--- src/rtl/core/aptp_pkg.sv ---
// Package with constants and types of the audio packet timeline placer.
package aptp_pkg;

  localparam int unsigned NumSourcesDefault = 3;
  localparam logic [31:0] MaxCorrReset      = 32'd480;
  localparam logic [7:0]  JitterTolReset    = 8'd2;
  localparam logic [31:0] CanonRateReset    = 32'd48000;
  localparam logic [31:0] TicksPerSecReset  = 32'd10000000;

  localparam logic [1:0] RegMaxCorr   = 2'd0;
  localparam logic [1:0] RegJitterTol = 2'd1;
  localparam logic [1:0] RegCanonRate = 2'd2;
  localparam logic [1:0] RegTicksSec  = 2'd3;

  typedef struct packed {
    logic [1:0]  source_index;
    logic [63:0] timestamp_ticks;
    logic [63:0] device_position;
    logic [31:0] source_rate;
    logic [31:0] packet_frames;
    logic        discontinuity_flag;
    logic        timestamp_good;
  } pkt_in_t;

  typedef struct packed {
    logic [63:0] place_frame;
    logic [63:0] silence_frames;
    logic [31:0] drop_frames;
    logic [63:0] cursor_after;
    logic        timestamp_error_seen;
    logic        drift_corrected;
    logic [7:0]  jitter_snapped;
    logic        late_packet;
  } pkt_out_t;

  // Request and status between the sequencer and the serial scaler.
  typedef struct packed {
    logic        start;
    logic [63:0] value;
    logic [31:0] mult;
    logic [31:0] divisor;
  } scale_req_t;

  typedef struct packed {
    logic        done;
    logic [63:0] result;
  } scale_rsp_t;

  function automatic logic [63:0] sat_add64(input logic [63:0] a, input logic [63:0] b);
    logic [64:0] s;
    s = {1'b0, a} + {1'b0, b};
    return s[64] ? '1 : s[63:0];
  endfunction

  function automatic logic [63:0] abs_diff64(input logic [63:0] a, input logic [63:0] b);
    return (a > b) ? a - b : b - a;
  endfunction

endpackage

--- src/rtl/core/aptp_scaler.sv ---
// Bit-serial rounded scaler: round(value * mult / divisor), 0 on overflow or zero divisor.
module aptp_scaler
  import aptp_pkg::*;
(
  input  logic       clk_i,
  input  logic       rst_ni,
  input  scale_req_t req_i,
  output scale_rsp_t rsp_o
);

  typedef enum logic [1:0] {S_IDLE, S_MUL, S_DIV, S_DONE} state_e;

  state_e      state_q;
  logic [6:0]  cnt_q;
  logic [95:0] prod_q;
  logic [63:0] val_q;
  logic [31:0] mult_q;
  logic [31:0] div_q;
  logic [63:0] quo_q;
  logic [32:0] rem_q;
  logic [63:0] res_q;

  // One multiplier bit per cycle, then one quotient bit per cycle.
  logic [95:0] prod_add;
  logic [32:0] rem_sh;
  logic [32:0] rem_sub;
  logic [32:0] half_up;
  logic        round_up;

  assign prod_add = mult_q[0] ? prod_q + ({32'd0, val_q} << cnt_q[4:0]) : prod_q;
  assign rem_sh   = {rem_q[31:0], prod_q[63]};
  assign rem_sub  = rem_sh - {1'b0, div_q};
  // Round up when remainder >= divisor - floor(divisor/2).
  assign half_up  = {1'b0, div_q} - {2'b0, div_q[31:1]};
  assign round_up = rem_q >= half_up;

  assign rsp_o.done   = (state_q == S_DONE);
  assign rsp_o.result = res_q;

  always_ff @(posedge clk_i or negedge rst_ni) begin
    if (!rst_ni) begin
      state_q <= S_IDLE;
      cnt_q   <= '0;
    end else begin
      unique case (state_q)
        S_IDLE: begin
          if (req_i.start) begin
            val_q   <= req_i.value;
            mult_q  <= req_i.mult;
            div_q   <= req_i.divisor;
            prod_q  <= '0;
            cnt_q   <= '0;
            state_q <= S_MUL;
          end
        end
        S_MUL: begin
          prod_q <= prod_add;
          mult_q <= mult_q >> 1;
          cnt_q  <= cnt_q + 7'd1;
          if (cnt_q == 7'd31) begin
            cnt_q   <= '0;
            rem_q   <= '0;
            quo_q   <= '0;
            state_q <= S_DIV;
          end
        end
        S_DIV: begin
          if (prod_add[95:64] != 32'd0 || prod_q[95:64] != 32'd0 || div_q == 32'd0) begin
            res_q   <= '0;
            state_q <= S_DONE;
          end else begin
            prod_q <= {prod_q[95:64], prod_q[62:0], 1'b0};
            if (rem_sh >= {1'b0, div_q}) begin
              rem_q <= rem_sub;
              quo_q <= {quo_q[62:0], 1'b1};
            end else begin
              rem_q <= rem_sh;
              quo_q <= {quo_q[62:0], 1'b0};
            end
            cnt_q <= cnt_q + 7'd1;
            if (cnt_q == 7'd64) begin
              res_q   <= quo_q + {63'd0, round_up};
              state_q <= S_DONE;
            end
          end
        end
        S_DONE: begin
          state_q <= S_IDLE;
        end
        default: state_q <= S_IDLE;
      endcase
    end
  end

endmodule

--- config.mk ---
export PLATFORM = sky130hd
export DESIGN_NAME = aptp_scaler
export DESIGN_NICKNAME = d
export VERILOG_FILES = /design/src/rtl/core/aptp_pkg.sv /design/src/rtl/core/aptp_scaler.sv
export SDC_FILE = /design/constraint.sdc
export NUM_CORES = 1
export LEC_CHECK = 0
export CELL_PAD_IN_SITES_DETAIL_PLACEMENT = 1
export CELL_PAD_IN_SITES_GLOBAL_PLACEMENT = 1
export CORE_MARGIN = 2
export CORE_UTILIZATION = 51
export DETAILED_ROUTE_END_ITERATION = 12
export DONT_BUFFER_PORTS = 1
export PLACE_DENSITY_LB_ADDON = 0.1
export SYNTH_ARGS = -nofsm -noshare
export SYNTH_HDL_FRONTEND = slang
export SYNTH_SLANG_ARGS = --single-unit
--- constraint.sdc ---
create_clock -name clk_i -period 11 [get_ports clk_i]
set_clock_uncertainty 0.15 [all_clocks]
set_input_delay 0.55 -clock clk_i [delete_from_list [all_inputs] [get_ports clk_i]]
set_output_delay 0.55 -clock clk_i [all_outputs]
set_load 0.02 [all_outputs]
==> impl_metrics.yaml <==
final_layout:
  area_delta_synth_final_pct: 11.0
  layout-drive-gt1-share: 0.0698
  stdcell_area_mm2: 0.0339
  fin_nets: 3609
  fin_util: 0.574
logic_synthesis:
  yosysTopAreaCell: "edfxtp_1"
  synth-compound-area-share: 0.158
  synth_edf_count: 385
  synth_ff_type: "edfxtp_1"
  avgSynthCellArea_um2: 9.47
  synthesis.area_mm2: 0.0306
  yosys_warnings: 0
  synth_common_cells: "edfxtp_1 (385), nand2_1 (372), nor2_1 (334)"
  synthSimpleGateAreaFrac: 0.187
  synthTopCellsByArea: "edfxtp_1 (38%), ha_1 (8.8%), nand2_1 (4.6%)"
  synthXorXnorAreaFrac: 0.0536
  synthAdderAreaFrac: 0.0904
  yosysTopAreaCellShare: 0.378
  synth_top_family_by_area: "simple AND/OR/NAND/NOR gates"
  synthArstFlopShare: 0.0228
  synthMuxAreaShare: 0.0940
  ys_seq_area_frac: 0.386
  synthMostInstantiatedCell: "edfxtp_1"
  syn_inst: 3228
  netlist-cell-type-count: 90
  syn-num-nets: 3578
  synth.ff_latch_count: 394
worst_setup_path:
  required_ns: 11.18
  cpPeakStageDelay_ns: 0.77
  reg2reg_depth: 39
  path_max_fanout: 6
  arrival_ns: 9.83
  crit_path_end_kind: "register"
  startpoint: "div_q[6]"
  worstReg2RegStart: "div_q[6]"
  r2r_end: "res_q[63]"
  crit_end: "res_q[63]"
  critPathLaunchType: "register"
  rrSetupSlack_ns: 1.36
  crit_type: "register to register"
  crit_path_top_delay_cell: "nor4_1"
pwr:
  p_per_area_mw_per_mm2: 111
  p_leak_uw: 0.0135
  peakVddDrop_v: 0.000123
  finalPower_uw: 3770
global_route:
  grt_busiest_layer: "met2"
  grt_util_met3: 0.0424
  met1_usage: 0.432
  grtUsageMet2: 0.599
  grt_use_total: 0.343
  grt_start_max_net_pins: 83
  antenna_found_initial: 11
  grt_pass1_vias: 27300
  grt_overflow: 0
  grt_pass1_wl_um: 166000
die:
  rows: 89
  ios: 196
  die_area_mm2: 0.0619
  start_util: 0.517
  die_x_um: 249
  die_h_um: 249
  coreArea_mm2: 0.0591
placement:
  gp_congestion: 1.00
  io_buffers: 0
  place_area_mm2: 0.0312
  dp_hpwl_um: 79900
clock_tree:
  path_clk_slew_ns: 0.06
  cts_root_buf: "clkbuf_16"
  numCtsBuffers: 46
  htreeDepth: 2
  post_cts_buffers: 0
  clk_latency_ns: 0.62
  cts_sinks: 394
  cts_tree: "built"
  clk_path_buf_depth: 3
route:
  avgRoutedWirePerCell_um: 26.7
  antenna_left: 0
  routed_wl_um: 109000
  dr.pass1.iters: 6
  drt-initial-drc-count: 2168
  drc_errors: 0
  dr_total_vias: 26500
  vias_per_cell: 6.50
sta:
  rsz0062_at_grt: "false"
  hold_violations: 0
  finalCritPeriodShare: 0.877
  finalSetupTns_ns: 0
  setup_viol: 0
  max_slew_margin: 0.213
  drv_slew: 0
  holdWs_ns: 0.0134
  worst_slew_pin_slew_ns: 1.16
  timing.fmax_ghz: 0.104
  period_needed_ns: 9.64
status:
  status: "finished clean"
job:
  max_cap_viol_count: 0
worst_hold_path:
  holdCritPathClass: "primary input to register"
## power by group
group	internal [µW]	switching, µW	total [µW]
clock	942	700	1640
combinational	154	267	421
sequential	1680	29.6	1710
## worst min-delay path by stage
stage / from / end / cells after the start
final: req_i[56] / mult_q[24] / 1
after global routing: req_i[56] / mult_q[24] / 1
after CTS: req_i[63] / mult_q[31] / 1
after detailed placement: rst_ni / cnt_q[4] / 0
after global placement: rst_ni / cnt_q[3] / 0
after floorplan: rst_ni / cnt_q[0] / 0
## critical path: cells and delay by family (launching register included)
| kind | cells | cell delay, ns |
|---|---|---|
| adders and majority gates | 3 | 0.83 |
| DFF | 1 | 0.43 |
| xor gates and xnor gates | 2 | 0.29 |
| buffers and inverters | 1 | 0.15 |
| and+or+nand+nor | 21 | 5.29 |
| AOI/OAI and AO/OA | 12 | 2.20 |
## sequential cells by signal, indices dropped and copies added, names as in the netlist
register,count
res_q,64
cnt_q,7
prod_q,96
val_q,64
quo_q,64
rem_q,33
state_q,2
mult_q,32
div_q,32
## area by class of cell
class                   instances  area (µm²)
clock inverters                28         385
flip-flops and latches        394       11800
inverters                      99         372
clock buffers                  54        1180
repair buffers                135        1320
diodes                         12        30.0
fillers                      6576       25200
multi-input cells            2583       17900
well taps                     773         967
## routing by layer
| metal | up-vias | share of wire |
|---|---|---|
| li1 | 12000 | - |
| met1 | 13300 | 0.41 |
| met2 | 992 | 0.49 |
| met3 | 228 | 0.056 |
| met4 | 2 | 0.039 |
| met5 | - | 0.00012 |
## what timing repair did
action / CTS / global route
resized for setup: 0 / 0
endpoints found under the hold margin: 122 / 0
setup endpoints to repair: 0 / 0
hold buffers: 114 / 0
## per-stage QoR
stage,cells,setup WS [ns]
3_5_place_dp,3870,1.64
3_3_place_gp,3870,1.99
2_1_floorplan,3228,2.75
4_1_cts,4066,1.56
6_report,4078,1.36
5_1_grt,4074,0.781
## cell families (layout without fill, tap and decap cells)
family	count (synthesis)	after routing
AND/OR/NAND/NOR	1208	1208
adder cells (fa/ha/maj)	219	219
AO/OA/AOI/OAI	757	757
multiplexers	212	212
XOR/XNOR	187	187
buffers and inverters	251	316
other	0	12
flip-flops	394	394
## layout by cell type (no fill, tap or decap), types with 87 or more instances in the layout
cell type	Yosys	routed
o21ai_0	136	136
inv_1	96	96
edfxtp_1	385	385
dlygate4sd3_1	0	114
xnor2_1	99	99
nor2_1	334	334
nor2b_1	88	87
xor2_1	88	88
a21oi_1	235	235
ha_1	216	214
mux2i_1	114	114
nand2_1	372	371
Note: power is estimated with default switching activity, not from simulation.
